[config.mk]
export PLATFORM = sky130hd
export DESIGN_NAME = mru_keyed_lookup_cache
export DESIGN_NICKNAME = d
export VERILOG_FILES = /design/src/mkc_pkg.sv /design/src/mru_keyed_lookup_cache.sv /design/src/mkc_key_ram.sv /design/src/mkc_key_cmp.sv
export SDC_FILE = /design/constraint.sdc
export NUM_CORES = 2
export LEC_CHECK = 0
export BUFFER_PORTS_ARGS = -buffer_cell sky130_fd_sc_hd__buf_4
export CAP_MARGIN = 15
export CORE_ASPECT_RATIO = 1.2
export CORE_MARGIN = 2
export CORE_UTILIZATION = 24
export DETAILED_ROUTE_END_ITERATION = 10
export PLACE_DENSITY_LB_ADDON = 0.3
export SYNTH_ARGS = -nofsm -noshare
export SYNTH_HDL_FRONTEND = slang
export SYNTH_HIERARCHICAL = 1
export SYNTH_SLANG_ARGS = --single-unit
[constraint.sdc]
create_clock -name clk -period 6.7 [get_ports clk]
set_input_delay 2.01 -clock clk [delete_from_list [all_inputs] [get_ports clk]]
set_output_delay 2.01 -clock clk [all_outputs]
set_load 0.005 [all_outputs]
[src/mkc_pkg.sv]
// ----------------------------------------------------------------------------
// mkc_pkg
// Shared types, sizes, codes and key helpers for the MRU keyed lookup cache.
// ----------------------------------------------------------------------------
package mkc_pkg;

  localparam int CACHE_ENTRIES = 32;
  localparam int FILE_ID_BITS  = 16;

  localparam int POS_W = (CACHE_ENTRIES > 1) ? $clog2(CACHE_ENTRIES) : 1;
  localparam int CNT_W = $clog2(CACHE_ENTRIES + 1);

  typedef logic [POS_W-1:0] pos_t;
  typedef logic [CNT_W-1:0] cnt_t;

  localparam cnt_t        CNT_FULL = cnt_t'(CACHE_ENTRIES);
  localparam logic [5:0]  OCC_FULL = 6'(CACHE_ENTRIES);

  typedef logic [1:0] status_t;
  localparam status_t STATUS_HIT      = 2'd0;
  localparam status_t STATUS_INSERTED = 2'd1;
  localparam status_t STATUS_FAILED   = 2'd2;

  localparam logic [1:0] AA_NONE = 2'd0;
  localparam logic [1:0] AA_SOME = 2'd1;
  localparam logic [1:0] AA_ALL  = 2'd2;

  typedef struct packed {
    logic [1:0]  family;
    logic        bold;
    logic        italic;
    logic        has_face_file;
    logic [15:0] face_file_id;
    logic [1:0]  aa_mode;
    logic        aa_flag;
    logic [7:0]  red;
    logic [7:0]  green;
    logic [7:0]  blue;
    logic [7:0]  alpha;
    logic        create_ok;
  } req_t;

  typedef struct packed {
    status_t    status;
    logic [4:0] entry_handle;
    logic [4:0] hit_position;
    logic       evicted;
    logic [5:0] occupancy;
  } rsp_t;

  // Normalized key: fields that do not take part in the compare are zero.
  typedef struct packed {
    logic [1:0]              family;
    logic                    bold;
    logic                    italic;
    logic                    has_file;
    logic [FILE_ID_BITS-1:0] file_id;
    logic                    aa;
    logic [31:0]             rgba;
  } key_t;

  typedef struct packed {
    key_t key;
    pos_t handle;
  } entry_t;

  function automatic key_t make_key(req_t r);
    key_t        k;
    logic [31:0] wide_id;
    k       = '0;
    wide_id = 32'(r.face_file_id);
    k.has_file = r.has_face_file;
    if (r.has_face_file) begin
      k.file_id = wide_id[FILE_ID_BITS-1:0];
    end else begin
      k.family = r.family;
      k.bold   = r.bold;
      k.italic = r.italic;
    end
    // mode 3 is treated as no antialiasing
    k.aa = (r.aa_mode == AA_ALL) || ((r.aa_mode == AA_SOME) && r.aa_flag);
    if (k.aa) begin
      k.rgba = {r.red, r.green, r.blue, r.alpha};
    end
    return k;
  endfunction

  function automatic logic [4:0] pos_to_out(pos_t p);
    logic [31:0] w;
    w = 32'(p);
    return w[4:0];
  endfunction

  function automatic logic [5:0] cnt_to_out(cnt_t c);
    logic [31:0] w;
    w = 32'(c);
    return w[5:0];
  endfunction

endpackage

[src/mru_keyed_lookup_cache.sv]
// ----------------------------------------------------------------------------
// mru_keyed_lookup_cache
// Fully associative lookup cache kept in most-recently-used order.
//
// Each request transaction carries a key (family/bold/italic or a face file
// id, plus the antialias decision and, when antialiased, an RGBA colour) and
// returns one response transaction. Entries live in a RAM with one write port
// and one registered read port, ordered by recency, position 0 newest. The
// sequencer reads one position per cycle and feeds it to a single compare
// unit; on a hit at position p, or on an insertion at position p, it then
// moves entries p-1..0 down by one position, one per cycle, and writes the
// hit or new entry at the front. On a full cache the tail slot is
// overwritten. The request side stalls until the result is handed to the
// output register; the response sits there, so a new request is taken
// while it waits to be taken.
// On a full cache the tail is evicted and its handle goes to the new entry;
// before that, the k-th insertion gets handle k-1. No clearing pass: only
// positions below the fill count are ever used.
// ----------------------------------------------------------------------------
module mru_keyed_lookup_cache (
  input  logic          clk,
  input  logic          rst,
  input  logic          req_valid,
  output logic          req_stall,
  input  mkc_pkg::req_t req_data,
  output logic          rsp_valid,
  input  logic          rsp_stall,
  output mkc_pkg::rsp_t rsp_data
);

  // sequencer states
  localparam logic [2:0] ST_IDLE  = 3'd0;  // waiting for a request
  localparam logic [2:0] ST_SCAN  = 3'd1;  // compare one position per cycle
  localparam logic [2:0] ST_MISS  = 3'd2;  // decide insert or fail
  localparam logic [2:0] ST_SHIFT = 3'd3;  // move entries down one position
  localparam logic [2:0] ST_FRONT = 3'd4;  // write position 0
  localparam logic [2:0] ST_DONE  = 3'd5;  // hand result to output register

  logic [2:0]        state, state_next;
  mkc_pkg::cnt_t     count, count_next;
  mkc_pkg::pos_t     idx, idx_next;       // scan position of rdata
  mkc_pkg::pos_t     sj, sj_next;         // next shift write target
  mkc_pkg::key_t     qkey, qkey_next;
  logic              create_ok, create_ok_next;
  mkc_pkg::entry_t   front, front_next;   // entry bound for position 0
  mkc_pkg::pos_t     tail_handle, tail_handle_next;
  mkc_pkg::status_t  status, status_next;
  mkc_pkg::pos_t     handle, handle_next;
  mkc_pkg::pos_t     hitpos, hitpos_next;
  logic              evicted, evicted_next;
  logic              rsp_valid_next;
  mkc_pkg::rsp_t     rsp_data_next;

  logic              ram_we;
  mkc_pkg::pos_t     ram_waddr;
  mkc_pkg::entry_t   ram_wdata;
  mkc_pkg::pos_t     ram_raddr;
  mkc_pkg::entry_t   ram_rdata;

  logic              match;
  logic              full;
  mkc_pkg::pos_t     ins_pos;
  mkc_pkg::pos_t     ins_handle;

  mkc_key_ram u_ram (
    .clk   (clk),
    .we    (ram_we),
    .waddr (ram_waddr),
    .wdata (ram_wdata),
    .raddr (ram_raddr),
    .rdata (ram_rdata)
  );

  mkc_key_cmp u_cmp (
    .query (qkey),
    .entry (ram_rdata.key),
    .match (match)
  );

  assign req_stall = (state != ST_IDLE);
  assign full      = (count == mkc_pkg::CNT_FULL);

  // Insertion point: the tail slot when full, else one past the last entry.
  assign ins_pos    = full ? mkc_pkg::pos_t'(count - mkc_pkg::cnt_t'(1))
                           : mkc_pkg::pos_t'(count);
  assign ins_handle = full ? tail_handle : mkc_pkg::pos_t'(count);

  always_comb begin
    state_next       = state;
    count_next       = count;
    idx_next         = idx;
    sj_next          = sj;
    qkey_next        = qkey;
    create_ok_next   = create_ok;
    front_next       = front;
    tail_handle_next = tail_handle;
    status_next      = status;
    handle_next      = handle;
    hitpos_next      = hitpos;
    evicted_next     = evicted;
    rsp_data_next    = rsp_data;
    rsp_valid_next   = rsp_valid && rsp_stall;
    ram_we           = 1'b0;
    ram_waddr        = sj;
    ram_wdata        = ram_rdata;
    ram_raddr        = '0;

    unique case (state)
      ST_IDLE: begin
        if (req_valid) begin
          qkey_next      = mkc_pkg::make_key(req_data);
          create_ok_next = req_data.create_ok;
          idx_next       = '0;
          status_next    = mkc_pkg::STATUS_HIT;
          handle_next    = '0;
          hitpos_next    = '0;
          evicted_next   = 1'b0;
          ram_raddr      = '0;
          state_next     = (count == '0) ? ST_MISS : ST_SCAN;
        end
      end

      ST_SCAN: begin
        if (match) begin
          status_next = mkc_pkg::STATUS_HIT;
          handle_next = ram_rdata.handle;
          hitpos_next = idx;
          front_next  = ram_rdata;
          if (idx == '0) begin
            state_next = ST_FRONT;
          end else begin
            ram_raddr  = idx - mkc_pkg::pos_t'(1);
            sj_next    = idx;
            state_next = ST_SHIFT;
          end
        end else if ((mkc_pkg::cnt_t'(idx) + mkc_pkg::cnt_t'(1)) == count) begin
          // last valid position; when full this is the tail
          tail_handle_next = ram_rdata.handle;
          state_next       = ST_MISS;
        end else begin
          ram_raddr = idx + mkc_pkg::pos_t'(1);
          idx_next  = idx + mkc_pkg::pos_t'(1);
        end
      end

      ST_MISS: begin
        if (!create_ok) begin
          status_next = mkc_pkg::STATUS_FAILED;
          state_next  = ST_DONE;
        end else begin
          status_next       = mkc_pkg::STATUS_INSERTED;
          front_next.key    = qkey;
          front_next.handle = ins_handle;
          handle_next       = ins_handle;
          evicted_next      = full;
          if (!full) begin
            count_next = count + mkc_pkg::cnt_t'(1);
          end
          if (ins_pos == '0) begin
            state_next = ST_FRONT;
          end else begin
            ram_raddr  = ins_pos - mkc_pkg::pos_t'(1);
            sj_next    = ins_pos;
            state_next = ST_SHIFT;
          end
        end
      end

      ST_SHIFT: begin
        // rdata holds position sj-1; read of sj-2 overlaps the write
        ram_we    = 1'b1;
        ram_waddr = sj;
        ram_wdata = ram_rdata;
        if (sj == mkc_pkg::pos_t'(1)) begin
          state_next = ST_FRONT;
        end else begin
          ram_raddr = sj - mkc_pkg::pos_t'(2);
          sj_next   = sj - mkc_pkg::pos_t'(1);
        end
      end

      ST_FRONT: begin
        ram_we     = 1'b1;
        ram_waddr  = '0;
        ram_wdata  = front;
        state_next = ST_DONE;
      end

      ST_DONE: begin
        if (!rsp_valid || !rsp_stall) begin
          rsp_valid_next              = 1'b1;
          rsp_data_next.status        = status;
          rsp_data_next.entry_handle  = mkc_pkg::pos_to_out(handle);
          rsp_data_next.hit_position  = mkc_pkg::pos_to_out(hitpos);
          rsp_data_next.evicted       = evicted;
          rsp_data_next.occupancy     = mkc_pkg::cnt_to_out(count);
          state_next                  = ST_IDLE;
        end
      end

      default: begin
        state_next = ST_IDLE;
      end
    endcase
  end

  always_ff @(posedge clk) begin
    if (rst) begin
      state     <= ST_IDLE;
      count     <= '0;
      rsp_valid <= 1'b0;
    end else begin
      state     <= state_next;
      count     <= count_next;
      rsp_valid <= rsp_valid_next;
    end
    idx         <= idx_next;
    sj          <= sj_next;
    qkey        <= qkey_next;
    create_ok   <= create_ok_next;
    front       <= front_next;
    tail_handle <= tail_handle_next;
    status      <= status_next;
    handle      <= handle_next;
    hitpos      <= hitpos_next;
    evicted     <= evicted_next;
    rsp_data    <= rsp_data_next;
  end

endmodule

[src/mkc_key_ram.sv]
// ----------------------------------------------------------------------------
// mkc_key_ram
// Entry store ordered by recency: one write port, one registered read port.
// ----------------------------------------------------------------------------
module mkc_key_ram (
  input  logic            clk,
  input  logic            we,
  input  mkc_pkg::pos_t   waddr,
  input  mkc_pkg::entry_t wdata,
  input  mkc_pkg::pos_t   raddr,
  output mkc_pkg::entry_t rdata
);

  mkc_pkg::entry_t mem [mkc_pkg::CACHE_ENTRIES];

  always_ff @(posedge clk) begin
    if (we) begin
      mem[waddr] <= wdata;
    end
    rdata <= mem[raddr];
  end

endmodule

[src/mkc_key_cmp.sv]
// ----------------------------------------------------------------------------
// mkc_key_cmp
// Key compare unit: identity (family triple or face file), antialias, colour.
// ----------------------------------------------------------------------------
module mkc_key_cmp (
  input  mkc_pkg::key_t query,
  input  mkc_pkg::key_t entry,
  output logic          match
);

  logic ident;

  always_comb begin
    if (!query.has_file && !entry.has_file) begin
      ident = (query.family == entry.family) && (query.bold == entry.bold) &&
              (query.italic == entry.italic);
    end else if (query.has_file && entry.has_file) begin
      ident = (query.file_id == entry.file_id);
    end else begin
      ident = 1'b0;
    end
    // colour only matters for antialiased keys
    match = ident && (query.aa == entry.aa) &&
            (!query.aa || (query.rgba == entry.rgba));
  end

endmodule

==> run_results.csv <==
group,metric,value,unit
clock_network,numClockSinks,2118,
setup_path,rr_startpoint,"qkey[29]$_SDFFCE_PN0P_",
grt,grt_pass1_wl,352000,µm
setup_path,slowest_delay,0.88,ns
die,ios,82,
grt,grt_max_degree,98,
detailed_routing,detail_route.wl_per_cell,25.9,µm
detailed_routing,drtIter0Drc,4096,
logic_synthesis,synth_edf_count,2049,
sta,slew_violations,0,
detailed_routing,drt_wl_total,254000,µm
layout,fin_nets,5154,
placement,post-place-ws,1.05,ns
placement,port_buffers,81,
logic_synthesis,ys_seq_area_share,75.3,%
sta,finalHoldViolCount,0,
setup_path,crit_family,"simple AND/OR/NAND/NOR gates",
layout,synthToLayoutAreaGrowth,15.9,%
setup_path,slowest_stage,"nor4_1",
die,die-area,0.353,mm²
clock_network,cts_hold_buf,0,
clock_network,cts_resized,0,
sta,max_slew_margin,18.1,%
logic_synthesis,yosys_warnings,6,
logic_synthesis,ys_seq_elements,2118,
clock_network,numCtsBuffers,209,
logic_synthesis,syn-num-nets,4990,
setup_path,worstPathMaxFanout,44,
sta,finalCritPeriodShare,84.3,%
logic_synthesis,ys.flop_type,"edfxtp_1",
sta,skew,0.0920,ns
detailed_routing,vias,45000,
grt,grt_use_total,13.9,%
clock_network,cts_setup_buffers,0,
detailed_routing,route.detailed.drc,0,
pwr,vdd_drop_max,0.262,mV
logic_synthesis,synth.avg_cell_area,17.0,µm²
logic_synthesis,synth_area_leaders,"edfxtp_1 (74%), mux2i_1 (11%), dfxtp_1 (1.7%)",
detailed_routing,first_pass_iters,5,
pwr,pwr_density_cell,391,mW/mm²
setup_path,cp_cell_sequence,"xor2_1 > nor4_1 > nand4_1 > nor3_1 > buf_4 > o22a_2 > nand2b_1 > or3_1 > nor2_1 > a311o_1 > nor2b_4 > buf_12 > buf_4 > a22o_1 > nor3_1 > a31oi_1 > nand3_1",
setup_path,cp.arrival,6.37,ns
setup_path,critPathRequiredTime,7.42,ns
logic_synthesis,synth_cell_types,65,
grt,antenna_found_initial,10,
sta,hold_slack,0.425,ns
sta,worst_slew_pin_slew,1.23,ns
layout,nFillCells,34600,
logic_synthesis,async_flop_share,0,%
logic_synthesis,yosys.area.top_type,"edfxtp_1",
logic_synthesis,synth_cells,4920,
grt,grt_pass1_vias,44900,
hold_path,whs_endpoint,"rsp_data[11]$_DFFE_PP_",
sta,setup_viol_count_final,0,
setup_path,worst-path-buf-inv,3,
setup_path,r2r_end,"u_ram/rdata[26]$_DFF_P_",
clock_network,cts-root-buf,"clkbuf_16",
job,drv_cap,0,
hold_path,hold_start,"hitpos[4]$_SDFFCE_PN0P_",
placement,dp_hpwl,131000,µm
placement,globalplace.congestion,0.761,
placement,placed_area,0.0902,mm²
detailed_routing,ant_nets,0,
setup_path,worst_r2r_path_depth,17,
setup_path,setup.worst_path.end_class,"register",
layout,fin_area,0.0969,mm²
hold_path,hp-class,"reg -> reg",
sta,layout_setup_ws,1.05,ns
clock_network,clk_latency,0.89,ns
logic_synthesis,synthesis.area,0.0836,mm²
die,core_area,0.347,mm²
die,initial_core_util,24.1,%
sta,period_minus_slack,5.65,ns
sta,grt_setup_unrepaired,"no",
sta,setup-tns-final,0,ns
hold_path,holdPathStages,0,
logic_synthesis,netlist.area_leader.share,73.6,%
clock_network,cts_tree,"done",
die,dieHeight,650,µm
setup_path,worstSetupPathType,"reg -> reg",
clock_network,clock_path_buffers,4,
pwr,cellLeakagePower,29.3,nW
die,row_count,237,
clock_network,clkTransAtPathRegs,0.06,ns
status,status,"finished, final reports clean",
clock_network,htreeDepth,4,
grt,grt-ovfl-total,0,
layout,layout-drive-gt1-share,12.2,%
die,fp.dieW,543,µm
setup_path,r2r_slack,1.05,ns
sta,fmax,177,MHz
setup_path,start_kind,"register",
detailed_routing,viasPerCell,4.59,
[cell usage after synthesis, types with 3 or more instances]
library cell	number
buf_6	56
clkbuf_1	120
a21oi_1	190
nand3b_1	8
a22o_1	118
buf_8	10
xnor2_2	3
nand4_1	8
xnor2_1	23
nor3_1	66
buf_1	19
nor3b_1	6
mux2_2	61
a211oi_1	5
o21ai_0	9
a22oi_1	179
buf_4	41
xor2_1	44
or3_1	4
nor2b_1	11
a31oi_1	62
edfxtp_1	2049
dfxtp_1	69
o22ai_1	5
mux2i_1	945
ha_1	9
nor2_1	75
nand2b_1	8
a21o_1	12
and2_1	58
and3_1	3
nor4_1	10
or3b_2	3
nand2_1	368
nand3_1	183
buf_2	31
inv_1	14
[placed cells by master, fill, tap and decap left out, types with 44 or more instances in the layout]
cell type,instances
edfxtp_1,2049
mux2i_1,944
nand2_1,366
clkbuf_16,211
a21oi_1,189
nand3_1,183
a22oi_1,179
buf_4,177
a22o_1,118
dfxtp_1,69
nor3_1,66
a31oi_1,62
mux2_2,61
and2_1,56
buf_12,55
clkbuf_1,54
xor2_1,44
clkinv_1,44
[sequential cells by signal, summed over array words and instances, names as in the netlist]
name and count:
count 6, u_ram/mem 1888, create_ok 1, u_ram/rdata 59
hitpos 5, evicted 1, idx 5, front 59
status 2, qkey 54, tail_handle 5, rsp_data 19
sj 5, rsp_valid 1, handle 5, state 3
[how the worst max path moves through the flow]
stage,to,from,depth (start not counted)
6_report,u_ram/rdata[26]$_DFF_P_,qkey[29]$_SDFFCE_PN0P_,17
2_1_floorplan,u_ram/mem[28][0]$_DFFE_PP_,state[0]$_SDFFE_PP0P_,8
4_1_cts,u_ram/rdata[35]$_DFF_P_,qkey[29]$_SDFFCE_PN0P_,17
3_3_place_gp,u_ram/rdata[38]$_DFF_P_,qkey[0]$_SDFFCE_PN0P_,17
5_1_grt,u_ram/rdata[26]$_DFF_P_,qkey[29]$_SDFFCE_PN0P_,17
3_5_place_dp,u_ram/rdata[26]$_DFF_P_,qkey[29]$_SDFFCE_PN0P_,17
[worst reg2reg max path, delay by kind of cell, from the launching register on]
family | cells | cell delay, ns
flops | 1 | 0.42
compound gates | 4 | 0.88
simple gates | 9 | 3.02
xor+xnor | 1 | 0.20
buf+inv | 3 | 0.99
[power breakdown]
part	total [mW]	switching, mW	internal (mW)
Clock	11.7	5.03	6.63
Sequential	18.1	0.544	17.6
Combinational	8.07	5.70	2.37
Total	37.8	11.3	26.6
[final cells by class]
cell class	count	area (µm²)	share of cell area [%]
Antenna cell	4	10.0	0.0103
Clock buffer	276	5630	5.82
Clock inverter	104	1000	1.03
Inverter	14	55.1	0.0568
Multi-Input combinational cell	2509	19100	19.8
Sequential cell	2118	62900	64.9
Tap cell	4541	5680	5.87
Timing Repair Buffer	232	2430	2.51
[cell families after synthesis]
group / Yosys count / synth area share (%)
AOI/OAI and AO/OA: 599 / 4.90
xor gates and xnor gates: 70 / 0.761
adders and majority gates: 9 / 0.135
buffers and inverters: 293 / 2.19
DFF: 2118 / 75.3
muxes: 1006 / 12.1
and+or+nand+nor: 825 / 4.57
[through the flow]
stage	utilization (%)	instances	power, mW
after CTS	27.9	9794	38.2
after floorplan	-	4920	23.4
after detailed placement	26.0	9414	26.6
final	27.9	9798	37.8
after global routing	27.9	9795	39.3
after global placement	26.0	9413	26.4
[layer usage]
metal  up-vias  routed length (µm)  GRT usage, %  share of wire, %
met5         -                  13             0            0.0051
met1     24000              107000          17.7                42
met2      1102              129000          24.9                51
met4         2                6880          3.96               2.7
li1      19500                   -             -                 -
met3       355                9940          1.45               3.9
Note: power is estimated with default switching activity, not from simulation.
